--- src/rtl/core/stb_pkg.sv ---
// ----------------------------------------------------------------------------
// stb_pkg
// Shared types and constants for the software timer bank.
// ----------------------------------------------------------------------------
package stb_pkg;

  localparam int TIMER_SLOTS_DEF = 8;
  localparam int CNT_W           = 16;
  localparam int IDX_W           = 8;

  typedef enum logic [2:0] {
    MODE_TICK  = 3'd0,
    MODE_SNAP  = 3'd1,
    MODE_CHECK = 3'd2,
    MODE_CSNAP = 3'd3,
    MODE_READ  = 3'd4
  } mode_t;

  // outcome of one item, from the execute unit to the top level
  typedef struct packed {
    logic             timed_out;
    logic             wr_en;
    logic [CNT_W-1:0] cnt_nxt;
  } exec_res_t;

endpackage

--- src/rtl/core/stb_ram.sv ---
// ----------------------------------------------------------------------------
// stb_ram
// Generic single-write, single-read synchronous RAM with registered read.
// ----------------------------------------------------------------------------
module stb_ram #(
  parameter int WIDTH = 16,
  parameter int DEPTH = 8,
  localparam int AW   = (DEPTH > 1) ? $clog2(DEPTH) : 1
) (
  input  logic             clk,
  input  logic             we,
  input  logic [AW-1:0]    waddr,
  input  logic [WIDTH-1:0] wdata,
  input  logic             re,
  input  logic [AW-1:0]    raddr,
  output logic [WIDTH-1:0] rdata
);

  logic [WIDTH-1:0] mem [DEPTH];
  logic [WIDTH-1:0] rdata_r;

  always_ff @(posedge clk) begin
    if (we) begin
      mem[waddr] <= wdata;
    end
    if (re) begin
      rdata_r <= mem[raddr];
    end
  end

  assign rdata = rdata_r;

endmodule

--- src/rtl/core/stb_exec.sv ---
// ----------------------------------------------------------------------------
// stb_exec
// Per-item execute logic: counter update, timeout compare and write decision.
// ----------------------------------------------------------------------------
module stb_exec (
  input  stb_pkg::mode_t                 mode,
  input  logic                           in_range,
  input  logic [stb_pkg::CNT_W-1:0]      slot_val,
  input  logic [stb_pkg::CNT_W-1:0]      interval,
  input  logic [stb_pkg::CNT_W-1:0]      tick_cnt,
  output stb_pkg::exec_res_t             res
);

  logic [stb_pkg::CNT_W-1:0] due;
  logic                      elapsed;

  // sum wraps modulo 2^16 before the compare
  assign due     = slot_val + interval;
  assign elapsed = in_range && (due <= tick_cnt);

  always_comb begin
    res.timed_out = 1'b0;
    res.wr_en     = 1'b0;
    res.cnt_nxt   = tick_cnt;
    case (mode)
      stb_pkg::MODE_TICK: begin
        res.cnt_nxt = tick_cnt + stb_pkg::CNT_W'(1);
      end
      stb_pkg::MODE_SNAP: begin
        res.wr_en = in_range;
      end
      stb_pkg::MODE_CHECK: begin
        res.timed_out = elapsed;
      end
      stb_pkg::MODE_CSNAP: begin
        res.timed_out = elapsed;
        res.wr_en     = elapsed;
      end
      default: begin
      end
    endcase
  end

endmodule

--- src/rtl/core/software_timer_bank_unit.sv ---
// ----------------------------------------------------------------------------
// software_timer_bank_unit
// A bank of TIMER_SLOTS software timers sharing one wrapping 16-bit tick
// counter. Each item ticks the counter, snaps it into a slot, checks whether
// slot + interval (mod 2^16) <= counter, checks and re-snaps on a timeout, or
// reads the counter, and returns one item holding the flag and the updated
// counter. Slots sit in a synchronous RAM; each item reads its slot and a snap
// then writes the counter into it, and a new item is taken once the previous
// one has left the execute stage. A finished result waits in the output
// register without holding up the next item's RAM read. Slots read as zero
// after reset through per-slot valid flops, so no clearing pass.
// ----------------------------------------------------------------------------
module software_timer_bank_unit #(
  parameter int TIMER_SLOTS = stb_pkg::TIMER_SLOTS_DEF
) (
  input  logic        clk,
  input  logic        rst_n,
  input  logic        in_tvalid,
  output logic        in_tready,
  input  logic [23:0] in_tdata,   // timer_index[7:0], interval[23:8]
  input  logic [2:0]  in_tuser,   // mode[2:0]
  output logic        out_tvalid,
  input  logic        out_tready,
  output logic [23:0] out_tdata   // timed_out[0], tick_value[16:1], zero[23:17]
);

  localparam int AW = (TIMER_SLOTS > 1) ? $clog2(TIMER_SLOTS) : 1;
  localparam int CW = stb_pkg::CNT_W;
  localparam logic [stb_pkg::IDX_W:0] SLOTS_V = (stb_pkg::IDX_W + 1)'(TIMER_SLOTS);

  logic                     in_fire;
  logic                     s1_fire;
  logic [stb_pkg::IDX_W-1:0] idx;
  logic                     idx_ok;

  logic                     s1_valid_r;
  stb_pkg::mode_t           s1_mode_r;
  logic [AW-1:0]            s1_addr_r;
  logic                     s1_in_range_r;
  logic                     s1_slot_vld_r;
  logic [CW-1:0]            s1_interval_r;

  logic [TIMER_SLOTS-1:0]   slot_vld_r;
  logic [TIMER_SLOTS-1:0]   slot_vld_nxt;
  logic [CW-1:0]            tick_cnt_r;
  logic                     out_valid_r;
  logic [23:0]              out_data_r;

  logic [CW-1:0]            rdata;
  logic [CW-1:0]            slot_val;
  stb_pkg::exec_res_t       res;
  logic                     mem_we;

  assign idx       = in_tdata[7:0];
  assign idx_ok    = {1'b0, idx} < SLOTS_V;
  assign in_tready = !s1_valid_r;
  assign in_fire   = in_tvalid && in_tready;
  assign s1_fire   = s1_valid_r && (!out_valid_r || out_tready);

  stb_ram #(
    .WIDTH(CW),
    .DEPTH(TIMER_SLOTS)
  ) u_slot_ram (
    .clk  (clk),
    .we   (mem_we),
    .waddr(s1_addr_r),
    .wdata(tick_cnt_r),
    .re   (in_fire),
    .raddr(idx[AW-1:0]),
    .rdata(rdata)
  );

  // a slot never written since reset reads as zero
  assign slot_val = s1_slot_vld_r ? rdata : '0;

  stb_exec u_exec (
    .mode    (s1_mode_r),
    .in_range(s1_in_range_r),
    .slot_val(slot_val),
    .interval(s1_interval_r),
    .tick_cnt(tick_cnt_r),
    .res     (res)
  );

  assign mem_we = s1_fire && res.wr_en;

  always_comb begin
    slot_vld_nxt = slot_vld_r;
    if (mem_we) begin
      slot_vld_nxt[s1_addr_r] = 1'b1;
    end
  end

  always_ff @(posedge clk) begin
    if (!rst_n) begin
      s1_valid_r  <= 1'b0;
      slot_vld_r  <= '0;
      tick_cnt_r  <= '0;
      out_valid_r <= 1'b0;
    end else begin
      slot_vld_r <= slot_vld_nxt;
      if (in_fire) begin
        s1_valid_r <= 1'b1;
      end else if (s1_fire) begin
        s1_valid_r <= 1'b0;
      end
      if (s1_fire) begin
        tick_cnt_r  <= res.cnt_nxt;
        out_valid_r <= 1'b1;
      end else if (out_tready) begin
        out_valid_r <= 1'b0;
      end
    end
  end

  // payload registers
  always_ff @(posedge clk) begin
    if (in_fire) begin
      s1_mode_r     <= stb_pkg::mode_t'(in_tuser);
      s1_addr_r     <= idx[AW-1:0];
      s1_in_range_r <= idx_ok;
      s1_slot_vld_r <= slot_vld_r[idx[AW-1:0]];
      s1_interval_r <= in_tdata[23:8];
    end
    if (s1_fire) begin
      out_data_r <= {7'd0, res.cnt_nxt, res.timed_out};
    end
  end

  assign out_tvalid = out_valid_r;
  assign out_tdata  = out_data_r;

  a_tick_inc: assert property (@(posedge clk) disable iff (!rst_n)
    (s1_fire && s1_mode_r == stb_pkg::MODE_TICK)
      |=> tick_cnt_r == $past(tick_cnt_r) + CW'(1))
    else $error("tick item did not advance the counter");

  a_write_in_range: assert property (@(posedge clk) disable iff (!rst_n)
    mem_we |-> (s1_in_range_r
      && (s1_mode_r == stb_pkg::MODE_SNAP || s1_mode_r == stb_pkg::MODE_CSNAP)))
    else $error("slot write outside a snap item or outside the table");

  a_flag_check_only: assert property (@(posedge clk) disable iff (!rst_n)
    (s1_fire && res.timed_out)
      |-> (s1_mode_r == stb_pkg::MODE_CHECK || s1_mode_r == stb_pkg::MODE_CSNAP))
    else $error("timeout flag raised by a non-check item");

  a_hold_while_busy: assert property (@(posedge clk) disable iff (!rst_n)
    (s1_valid_r && !s1_fire) |=> s1_valid_r && $stable(s1_addr_r))
    else $error("stalled item lost in the execute stage");

endmodule

--- config.mk ---
export PLATFORM = sky130hd
export DESIGN_NAME = software_timer_bank_unit
export DESIGN_NICKNAME = d
export VERILOG_FILES = /design/src/rtl/core/stb_pkg.sv /design/src/rtl/core/stb_ram.sv /design/src/rtl/core/stb_exec.sv /design/src/rtl/core/software_timer_bank_unit.sv
export SDC_FILE = /design/constraint.sdc
export NUM_CORES = 1
export LEC_CHECK = 0
export ABC_AREA = 0
export ABC_CLOCK_PERIOD_IN_PS = 9400
export BUFFER_PORTS_ARGS = -buffer_cell sky130_fd_sc_hd__buf_2
export CORE_AREA = 2 2 166 168
export DETAILED_ROUTE_END_ITERATION = 8
export DIE_AREA = 0 0 168 170
export PLACE_DENSITY = 0.46
export SLEW_MARGIN = 20
export SYNTH_ARGS = -nofsm -noshare
export SYNTH_HDL_FRONTEND = slang
export SYNTH_SLANG_ARGS = --single-unit
--- constraint.sdc ---
create_clock -name clk -period 9.4 [get_ports clk]
set_input_delay 0.47 -clock clk [delete_from_list [all_inputs] [get_ports clk]]
set_output_delay 0.47 -clock clk [all_outputs]
set_load 0.02 [all_outputs]
==> Word-level counts from Yosys, hierarchy flattened <==
Memory sizes are Yosys's and may differ from the RTL's. A register that Yosys moved wholly into a read port is not among the register bits.
Cells that the tools add are included.
{ "totals": {"ff_bits": 67, "latchBits": 0, "ramBits": 128, "mem_bits_ro": 0, "mem_count": 1} }
{ "mem_list": {"columns": ["name", "words", "word_bits", "read_ports", "rd_ports_with_merged_regs", "write_ports", "line", "rtl"], "rows": [
  ["u_slot_ram.mem", 8, 16, 1, 1, 1, "stb_ram.sv:19", "logic [WIDTH-1:0] mem [DEPTH];"]
]} }
{ "op_classes": {"add_sub_neg": 2, "n_mul": 0, "div": 0, "magnitude_cmp": 5, "eq_ne": 3, "shifts": 0, "muxes": 13, "bitwise_logic": 1, "n_reduce_logical": 12} }
{ "ops": {"columns": ["op", "count"], "rows": [
  ["16-bit 2-to-1 mux", 2],
  ["16-bit by 1-bit adder with 16-bit output, second input constant", 1],
  ["16-bit adder", 1],
  ["16-bit <= comparator", 1],
  ["3-bit by 4-bit less-than comparator with 1-bit output, second input constant", 2],
  ["8-bit by 4-bit less-than comparator with 1-bit output, second input constant", 1],
  ["1-bit 2-to-1 mux", 8],
  ["8-bit OR", 1],
  ["3-bit by 2-bit equality test with 1-bit output, second input constant", 2],
  ["1-bit logical AND", 5],
  ["2-bit nonzero test", 2],
  ["1-bit binary-select mux with 3-bit select", 1],
  ["1-bit demux with 3-bit select", 1],
  ["3-bit by 1-bit equality test with 1-bit output, second input constant", 1],
  ["3-bit by 1-bit >= comparator with 1-bit output, second input constant", 1],
  ["3-bit logical NOT", 1],
  ["1-bit logical NOT", 2],
  ["1-bit case mux with 2 select lines", 1],
  ["2-bit OR reduction", 1],
  ["1-bit logical OR", 1]
]} }

==> Longest topological paths before layout <==
Gate-level depths: netlist of run 1.
{ "logic_depth": {"word_depth": 8, "ltp_mapped": 17, "depth_no_buf": 16} }

==> Cells and area by module <==
A second synthesis of run 1 with hierarchy kept.
{ "unflattened": {"hier_cells": 619, "hier_area_um2": 9507.9} }
{ "by_module_without_submodules": {"columns": ["mod", "n_inst", "cells_per_inst", "area_per_inst_um2", "seq_area_each_um2"], "rows": [
  ["stb_ram", 1, 214, 5454.0, 4324.1],
  ["software_timer_bank_unit", 1, 178, 2491.1, 1751.7],
  ["stb_exec", 1, 227, 1562.7, 0.0]
]} }

==> Worst setup path after synthesis of run 1 <==
OpenSTA, ideal clock, no wires.
{ "synth_timing": {"path_type": "flip-flop to flip-flop", "from": "reg s1_slot_vld_r", "to": "mem u_slot_ram.mem[0][0] (enable)", "setup_time_ns": 0.409, "arrival_time_ns": 4.859, "t_required_ns": 8.991, "setup_slack_ns": 4.132, "stages_incl_launch_ff": 18, "path_buffers": 2, "period_less_slack_ns": 5.268, "path_cell_list": "edfxtp_1 -> clkbuf_1 -> nand2_1 -> inv_1 -> ha_1 -> a211o_1 -> a2111oi_4 -> o311ai_1 -> a2111oi_2 -> nor3_1 -> xor2_1 -> ha_1 -> a21oi_1 -> a21oi_1 -> a211oi_1 -> a21oi_1 -> clkbuf_1 -> nor3_1"} }
{ "synth_between": {"elab_chain_cells": 8} }
{ "synth_rtl": {"columns": ["element", "line", "rtl"], "rows": [
  ["start: declaration", "software_timer_bank_unit.sv:40", "logic s1_slot_vld_r;"],
  ["start signal: assignment", "software_timer_bank_unit.sv:122", "s1_slot_vld_r <= slot_vld_r[idx[AW-1:0]];"],
  ["16-bit 2-to-1 mux", "software_timer_bank_unit.sv:74", "assign slot_val = s1_slot_vld_r ? rdata : '0;"],
  ["16-bit adder", "stb_exec.sv:18", "assign due = slot_val + interval;"],
  ["16-bit <= comparator", "stb_exec.sv:19", "assign elapsed = in_range && (due <= tick_cnt);"],
  ["1-bit logical AND", "stb_exec.sv:19", null],
  ["1-bit case mux with 2 select lines", "stb_exec.sv:25", "case (mode)"],
  ["1-bit logical AND", "software_timer_bank_unit.sv:85", "assign mem_we = s1_fire && res.wr_en;"],
  ["1-bit 2-to-1 mux", "stb_ram.sv:23", "if (we) begin"],
  ["1-bit 2-to-1 mux (not written as such)", "stb_ram.sv:24", "mem[waddr] <= wdata;"],
  ["end: declaration", "stb_ram.sv:19", null]
]} }
Every way passes these cells.

==> Final worst setup path of run 1 <==
{ "layout_timing": {"from": "reg s1_slot_vld_r", "to": "mem u_slot_ram.mem[6][8] (enable)"} }
The elaborated chain is that of the path after synthesis.

==> results by group, run 1 <==
Routing
  – Via count: roughly 5100
  – Top Metal Used: met4
  – Initial drt markers: about 340
  – Routed WL per cell: between 20 and 25 µm
  – Via density per instance: between 5 and 6
  – Drt total wl: approximately 21000 µm
  – Metal2 WL: a little over 10000 µm
  – Routed Antenna Nets: 0
  – DR pass1 iterations: 4
  – WL met3: slightly above 700 µm
  – DRT met1 WL: between 9000 and 10000 µm
  – Drt drc: 0

Synthesis
  – Sequential fraction of the synthesis area: roughly two thirds
  – Synth top cells by count: edfxtp_1 (185), mux4_2 (34), nand2_1 (34), ha_1 (32), xnor2_1 (32)
  – Count leader, synth: edfxtp_1
  – Yosys cell types: 50
  – Mapped Avg Cell Area: 15.47 µm²
  – FF+latch count, synth: about 210
  – Main synth FF type: edfxtp_1
  – Post-synth EDFFs: 185
  – Post-synth top area share: between 60% and 70%
  – Mapped Cells: about 600
  – Synth top area cells: edfxtp_1 (60%), mux4_2 (8.3%), dfxtp_1 (5.6%)
  – Leading area contributor after synthesis: edfxtp_1
  – Fraction of registers with async set/reset: 0%
  – Post-Syn Area: 9253 µm²
  – Yosys warns: 0

Setup path
  – R2R Setup Slk: ~4500 ps
  – Crit-path slowest cell: edfxtp_1
  – CP endpoint: u_slot_ram.mem[6][8]$_DFFE_PP_
  – Buf/Inv on CP: 3
  – Worst path most repeated cell: a21oi_1
  – CP max stage delay: 570 ps
  – Critical Path RT: 9580 ps
  – CP Capture Type: flip-flop
  – Critical path's top delay family: compound AO/OA/AOI/OAI gates
  – Worst Path Max Fanout: 16
  – Critical-path cell list: nand2_1, inv_1, ha_1, a211o_1, a2111oi_4, o311ai_1, a2111oi_2, nor3_1, xor2_1, ha_1, a21oi_1, a21oi_1, a211oi_1, a21oi_1, buf_4, nor3_2, buf_4
  – R2R Path End: u_slot_ram.mem[6][8]$_DFFE_PP_
  – Startpoint types: flip-flop
  – Crit path kind: flip-flop to flip-flop
  – RR Startpoint: s1_slot_vld_r$_DFFE_PP_
  – WP data arrival: just over 5000 ps
  – Crit path launch: s1_slot_vld_r$_DFFE_PP_
  – Reg2Reg Depth: 17
  – CP Depth: 17

STA
  – F_max: ~0.20 GHz
  – Slew Limit Fails: 0
  – Relative slew margins: between 30% and 40%
  – RSZ-0062 raised after global routing: false
  – Final period util: a little over half
  – Fin worst setup slack: 4501 ps
  – Worst Max-Slew Pin Slew: 972.7 ps
  – WHS: 122.7 ps
  – Max Clock Skew: between 20 and 25 ps
  – Minimum clock period: a little under 5000 ps
  – Final Hold Vio Count: 0
  – Setup tns final: 0 ps
  – Final setup viols: 0

Global route
  – Initial antenna violation count: 0
  – Largest net degree at the start of global routing: 41
  – Vias in the first global route: between 5000 and 6000
  – GRT overflow: 0
  – Total GRT Usage: between 10% and 20%
  – First-pass GRT wire length: between 30000 and 40000 µm

Flow run
  – Number of max-cap violations: 0

Run status
  – Status: finished, final reports clean

Placement
  – Post-detail-place hpwl: between 10000 and 15000 µm
  – Placed instance area: ~9900 µm²
  – RePlAce Congestion: 0.8087
  – Post-Place Worst Slack: approximately 4500 ps
  – IO Port Bufs: 49

Final layout
  – N_diodes: 0
  – Fraction of layout cells with a size suffix above 1: 23.46%
  – Fill count: 2432
  – Multi-input gate area: 3019 µm²
  – Fin util: about two fifths
  – Finished Cell Area: roughly 11000 µm²
  – Storage cell area: roughly 6100 µm²
  – Layout Nets: roughly 730
  – Area growth, synth to finish: 16.47%

Die
  – Die Height: around 170 µm
  – Initial Util: a little over a third
  – I/O pins: 57
  – Die area: about 29000 µm²
  – Core ar.: approximately 27000 µm²
  – Die width: ~170 µm
  – Row count: 60

Power and ir drop
  – Peak VDD IR: roughly 120 µV
  – PwrDens: slightly above 200 nW/µm²
  – Leakage Power: between 3 and 4 nW

Clock network
  – Clock tree from TritonCTS: built
  – Clock Latency Late Sink: around 520 ps
  – Root buffer cell: clkbuf_16
  – Sink Count: around 210
  – Inserted Clock Buffers: 24
  – Clock buffer depth: 3
  – CTS clk-pin slew, worst paths: about 60 ps
  – Post-CTS Resized: 0
  – Hold buffers post-CTS: 0
  – H-Tree Level Count: 1
  – Setup Fix Bufs, Post-CTS: 0

Min path
  – Worst hold path class: input pin to flip-flop
[worst register-to-register path: stages (launching register included)]
cell and delay (ps):
edfxtp_1 570, nand2_1 190, inv_1 60, ha_1 290, a211o_1 360, a2111oi_4 380
o311ai_1 210, a2111oi_2 380, nor3_1 110, xor2_1 160, ha_1 320, a21oi_1 150
a21oi_1 80, a211oi_1 340, a21oi_1 170, buf_4 230, nor3_2 230, buf_4 330
[stage by stage]
stage	cells	total power, W
after global placement	979	0.001215
after CTS	1023	0.002201
after detailed placement	979	0.001217
final	1023	0.002173
after floorplan	604	0.001169
after global routing	1023	0.002258
[how the worst min path moves through the flow]
stage	start	to	cells past startpoint
4_1_cts	in_tuser[2]	s1_mode_r[2]$_DFFE_PP_	1
2_1_floorplan	slot_vld_r[2]$_SDFFE_PN0P_	slot_vld_r[2]$_SDFFE_PN0P_	2
5_1_grt	in_tuser[1]	s1_mode_r[1]$_DFFE_PP_	1
3_3_place_gp	slot_vld_r[3]$_SDFFE_PN0P_	slot_vld_r[3]$_SDFFE_PN0P_	2
3_5_place_dp	slot_vld_r[3]$_SDFFE_PN0P_	slot_vld_r[3]$_SDFFE_PN0P_	2
6_report	in_tuser[1]	s1_mode_r[1]$_DFFE_PP_	1
[per-layer routing]
| metal | vias up | track usage, % |
|---|---|---|
| met1 | 2601 | 18.97 |
| li1 | 2403 | - |
| met4 | 0 | 4.461 |
| met5 | - | 0 |
| met2 | 89 | 26.86 |
| met3 | 41 | 2.395 |
[layout by cell type (no fill, tap or decap), types with 8 or more instances in the layout]
| cell | n |
|---|---|
| edfxtp_1 | 185 |
| buf_2 | 49 |
| nand2_1 | 34 |
| mux4_2 | 34 |
| xnor2_1 | 32 |
| ha_1 | 32 |
| and2_1 | 27 |
| dfxtp_1 | 26 |
| inv_1 | 25 |
| clkbuf_16 | 25 |
| nor2_1 | 19 |
| a21oi_1 | 18 |
| mux2_2 | 17 |
| buf_4 | 11 |
| nand4_1 | 10 |
| o31ai_1 | 10 |
| nor3_2 | 9 |
| nor3_1 | 9 |
| a21o_1 | 8 |
| or3_1 | 8 |
| clkbuf_1 | 8 |
[power by group]
part,switching (W),internal [W]
Combinational,0.0000939,0.0000621
Clock,0.000365,0.000612
Sequential,0.0000103,0.00103
Total,0.000469,0.00170
[area by class of cell]
cell class / count / share of cell area (%)
multi-input cells: 341 / 28.02
clock inverters: 9 / 1.358
flip-flops and latches: 211 / 56.38
clock buffers: 35 / 6.339
repair buffers: 60 / 3.042
inverters: 26 / 0.9056
well taps: 341 / 3.959
[sequential cells by signal (all words and copies together), names as in the netlist, 3 cells and up]
signal,cells
s1_interval_r,16
out_tdata,17
tick_cnt_r,16
s1_mode_r,3
s1_addr_r,3
u_slot_ram.rdata,16
slot_vld_r,8
u_slot_ram.mem,128
[logic make-up (layout without fill, tap and decap cells)]
group | after synthesis | after routing | synth area share (%)
compound gates | 68 | 68 | 5.112
flops | 211 | 211 | 65.67
xor+xnor | 38 | 38 | 3.597
simple gates | 144 | 144 | 8.235
mux | 51 | 51 | 10.34
other cells | 1 | 7 | 0.04053
buf+inv | 52 | 130 | 2.461
fa+ha+maj | 33 | 33 | 4.544
No activity file was read; power rests on OpenSTA's default activity.
==> inputs of run 2 (changes only) <==
--- a/config.mk
+++ b/config.mk
@@ -5,13 +5,13 @@
 export SDC_FILE = /design/constraint.sdc
 export NUM_CORES = 1
 export LEC_CHECK = 0
-export ABC_AREA = 0
-export ABC_CLOCK_PERIOD_IN_PS = 9400
+export ABC_AREA = 1
+export ABC_CLOCK_PERIOD_IN_PS = 4500
 export BUFFER_PORTS_ARGS = -buffer_cell sky130_fd_sc_hd__buf_2
-export CORE_AREA = 2 2 166 168
+export CORE_AREA = 2 2 167 169
 export DETAILED_ROUTE_END_ITERATION = 8
-export DIE_AREA = 0 0 168 170
-export PLACE_DENSITY = 0.46
+export DIE_AREA = 0 0 169 171
+export PLACE_DENSITY = 0.48
 export SLEW_MARGIN = 20
 export SYNTH_ARGS = -nofsm -noshare
 export SYNTH_HDL_FRONTEND = slang
==> constraint.sdc (replaced) <==
create_clock -name clk -period 4.5 [get_ports clk]
set_input_delay 0.225 -clock clk [delete_from_list [all_inputs] [get_ports clk]]
set_output_delay 0.225 -clock clk [all_outputs]
set_load 0.02 [all_outputs]
==> run 2 against run 1 <==
  * Synthesized area up 0.78%
  * Clock power up 95%
  * Setup slack worse by 4100 ps
  * Largest cell class unchanged
  * Sequential cell count unchanged
  * Die area up 1.2%
  * Via count up 20%
  * Register-to-register slack worse by 4100 ps
  * Count of clock-buffer cells in the layout down 1
  * Core utilization down 0.057 points
  * Synthesized cell count up 41%
  * Maximum frequency up 21%
  * Critical path depth up 5
==> results by group, run 2 <==
Run status
  – Status: finished, final reports clean (unchanged)

Global route
  – First-pass GRT wire length: 34600 µm (was 32450 µm)
  – Largest net degree at the start of global routing: 69 (was 41)
  – Total GRT Usage: 15.76% (was 15.08%)
  – Initial antenna violation count: 0 (unchanged)
  – Vias in the first global route: 6053 (was 5626)
  – GRT overflow: 0 (unchanged)

STA
  – Final Hold Vio Count: 0 (unchanged)
  – Worst Max-Slew Pin Slew: 751.6 ps (was 972.7 ps)
  – Final setup viols: 0 (unchanged)
  – Slew Limit Fails: 0 (unchanged)
  – Max Clock Skew: 26.73 ps (was 20.15 ps)
  – Relative slew margins: 49.84% (was 35.15%)
  – Minimum clock period: 4059 ps (was 4899 ps)
  – RSZ-0062 raised after global routing: false (unchanged)
  – WHS: 217.7 ps (was 122.7 ps)
  – Setup tns final: 0 ps (unchanged)
  – Final period util: 90.19% (was 52.12%)
  – F_max: 0.2464 GHz (was 0.2041 GHz)

Synthesis
  – Fraction of registers with async set/reset: 0% (unchanged)
  – Post-Syn Area: 9325 µm² (was 9253 µm²)
  – Main synth FF type: edfxtp_1 (unchanged)
  – Yosys warns: 0 (unchanged)
  – Synth top area cells: edfxtp_1 (60%), dfxtp_1 (5.6%), nor2_1 (5.6%) (was edfxtp_1 (60%), mux4_2 (8.3%), dfxtp_1 (5.6%))
  – Post-synth EDFFs: 185 (unchanged)
  – Mapped Cells: 844 (was 598)
  – Synth top cells by count: edfxtp_1 (185), nor2_1 (138), nand2_1 (101), inv_1 (86), o21ai_0 (84) (was edfxtp_1 (185), mux4_2 (34), nand2_1 (34), ha_1 (32), xnor2_1 (32))
  – Leading area contributor after synthesis: edfxtp_1 (unchanged)
  – FF+latch count, synth: 211 (unchanged)
  – Yosys cell types: 39 (was 50)
  – Sequential fraction of the synthesis area: 65.15% (was 65.67%)
  – Count leader, synth: edfxtp_1 (unchanged)
  – Mapped Avg Cell Area: 11.05 µm² (was 15.47 µm²)
  – Post-synth top area share: 59.57% (was 60.04%)

Final layout
  – Storage cell area: 6076 µm² (unchanged)
  – Fraction of layout cells with a size suffix above 1: 12.35% (was 23.46%)
  – Most common cell after layout, fill and taps aside: edfxtp_1 (unchanged)
  – N_diodes: 0 (unchanged)
  – Fill count: 2673 (was 2432)
  – Top reg by flops: u_slot_ram.mem (unchanged)
  – Area growth, synth to finish: 18.31% (was 16.47%)
  – Max reg flops: 128 (unchanged)
  – Layout Nets: 994 (was 728)
  – Commonest non-fill, non-tap cells in the layout: edfxtp_1 (185), nor2_1 (137), nand2_1 (101), inv_1 (86), o21ai_0 (83) (was edfxtp_1 (185), buf_2 (49), nand2_1 (34), mux4_2 (34))
  – Fin util: 40.38% (was 40.44%)
  – Multi-input gate area: 2790 µm² (was 3019 µm²)

Power and ir drop
  – Clk pwr share: 42.4% (was 45.0%)
  – Power, Total: 0.004505 W (was 0.002173 W)
  – Sw Share: 23.49% (was 21.60%)
  – Int Pwr: 0.003447 W (was 0.001704 W)
  – Leakage Power: 4.271 nW (was 3.945 nW)
  – Peak VDD IR: 293.8 µV (was 117.5 µV)
  – Sequential share of power: 48.3% (was 47.8%)
  – Net Sw Power: 0.001058 W (was 0.0004693 W)
  – Comb pwr share: 9.3% (was 7.2%)
  – PwrDens: 408.3 nW/µm² (was 201.6 nW/µm²)

Min path
  – Worst hold path class: input pin to flip-flop (unchanged)
  – Hold EP: slot_vld_r[0]$_SDFFE_PN0P_ (was s1_mode_r[1]$_DFFE_PP_)
  – WHS Path Cells: 3 (was 1)
  – Min-delay src: rst_n (was in_tuser[1])

Setup path
  – RR Startpoint: s1_slot_vld_r$_DFFE_PP_ (unchanged)
  – R2R Setup Slk: 440 ps (was 4500 ps)
  – Reg2Reg Depth: 22 (was 17)
  – Crit path kind: flip-flop to flip-flop (unchanged)
  – Startpoint types: flip-flop (unchanged)
  – R2R Path End: u_slot_ram.mem[4][2]$_DFFE_PP_ (was u_slot_ram.mem[6][8]$_DFFE_PP_)
  – Worst Path Max Fanout: 16 (unchanged)
  – CP Capture Type: flip-flop (unchanged)
  – WP data arrival: 4260 ps (was 5080 ps)
  – Critical Path RT: 4700 ps (was 9580 ps)

Placement
  – IO Port Bufs: 49 (unchanged)
  – Post-detail-place hpwl: 15580 µm (was 13800 µm)
  – RePlAce Congestion: 0.8001 (was 0.8087)

Routing
  – Routed Antenna Nets: 0 (unchanged)
  – Drt drc: 0 (unchanged)
  – Via count: 6164 (was 5134)
  – Via density per instance: 4.767 (was 5.019)
  – Routed WL per cell: 17.40 µm (was 20.54 µm)
  – DR pass1 iterations: 5 (was 4)
  – Drt total wl: 22500 µm (was 21010 µm)
  – Initial drt markers: 389 (was 343)

Clock network
  – Clock buffer depth: 3 (unchanged)
  – Sink Count: 211 (unchanged)
  – Clock tree from TritonCTS: built (unchanged)
  – Clock Latency Late Sink: 540 ps (was 520 ps)
  – Root buffer cell: clkbuf_16 (unchanged)
  – Inserted Clock Buffers: 24 (unchanged)
  – Setup Fix Bufs, Post-CTS: 0 (unchanged)
  – H-Tree Level Count: 1 (unchanged)
  – CTS clk-pin slew, worst paths: 60 ps (about the same)

Die
  – Die area: 28900 µm² (was 28560 µm²)
  – Die Height: 171 µm (was 170 µm)
  – Row count: 61 (was 60)
  – Die width: 169 µm (was 168 µm)
  – Core ar.: 27320 µm² (was 26650 µm²)
  – I/O pins: 57 (unchanged)
  – Initial Util: 34.13% (was 34.72%)

Flow run
  – Number of max-cap violations: 0 (unchanged)
[run 2: layer usage]
metal / vias to the layer above / track usage [%] / share of wire [%]
met5: - / 0 / 0
met4: 0 / 4.013 / 2.1
met3: 30 / 2.313 / 3.5
met2: 122 / 26.07 / 46
met1: 2936 / 21.87 / 48
li1: 3076 / - / -
[run 2: through the flow]
stage                     instances  area [µm²]  worst slack [ps]
after floorplan                 850        9348             282.0
after global placement         1226       10000             413.3
after detailed placement       1226       10000             414.6
after CTS                      1293       11030             389.1
after global routing           1293       11030             5.281
final                          1293       11030             441.3
[run 2: worst max-delay path: stages, from the launching register on]
cell and delay (ps):
edfxtp_1 480, nand2_1 100, inv_1 40, ha_1 330, a21oi_1 140, nand2_1 120
a21boi_0 280, o21ai_0 200, a21oi_1 210, xor2_1 210, ha_1 270, nand2_1 70
nand2_1 40, nand2_1 50, nand2_1 50, a21oi_1 130, nand2_1 100, nand3_2 190
nand2_1 150, inv_1 120, nand2_1 80, nor2_1 100, buf_4 270
[run 2: power groups by stage]
stage | Sequential, W | Combinational, W | Clock (W)
4_1_cts | 0.00218 | 0.000426 | 0.00196
3_3_place_gp | 0.00222 | 0.000407 | 0
2_1_floorplan | 0.00222 | 0.000280 | 0
5_1_grt | 0.00218 | 0.000481 | 0.00204
3_5_place_dp | 0.00222 | 0.000408 | 0
6_report | 0.00218 | 0.000420 | 0.00191
[run 2: kinds of logic (layout without fill, tap and decap cells)]
group / after synthesis / count (layout) / synth area share [%]
flip-flops: 211 / 211 / 65.16
AO/OA/AOI/OAI: 170 / 170 / 9.916
other: 1 / 7 / 0.04021
adder cells (fa/ha/maj): 33 / 33 / 4.508
XOR/XNOR: 27 / 27 / 2.536
AND/OR/NAND/NOR: 280 / 280 / 12.60
buffers and inverters: 122 / 219 / 5.246
[run 2: repair_timing]
item	CTS	global route
resized for setup	0	1
hold endpoints to repair	23	0
hold buffers	24	0
endpoints found under the setup margin	0	64
[run 2: worst max-delay path by stage]
| stage | slack (ps) | start | to |
|---|---|---|---|
| 2_1_floorplan | 280 | s1_slot_vld_r$_DFFE_PP_ | u_slot_ram.mem[1][0]$_DFFE_PP_ |
| 6_report | 440 | s1_slot_vld_r$_DFFE_PP_ | u_slot_ram.mem[4][2]$_DFFE_PP_ |
| 3_5_place_dp | 410 | s1_slot_vld_r$_DFFE_PP_ | u_slot_ram.mem[4][3]$_DFFE_PP_ |
| 4_1_cts | 390 | s1_slot_vld_r$_DFFE_PP_ | u_slot_ram.mem[4][2]$_DFFE_PP_ |
| 5_1_grt | 5 | s1_slot_vld_r$_DFFE_PP_ | u_slot_ram.mem[4][2]$_DFFE_PP_ |
| 3_3_place_gp | 410 | s1_slot_vld_r$_DFFE_PP_ | u_slot_ram.mem[6][15]$_DFFE_PP_ |
[run 2: area by class of cell]
class                   instances  share of cell area (%)
multi-input cells             517                   25.29
flip-flops and latches        211                   55.07
well taps                     346                   3.924
clock buffers                  34                   6.328
clock inverters                 9                  0.8619
inverters                      88                   2.994
repair buffers                 88                   5.534
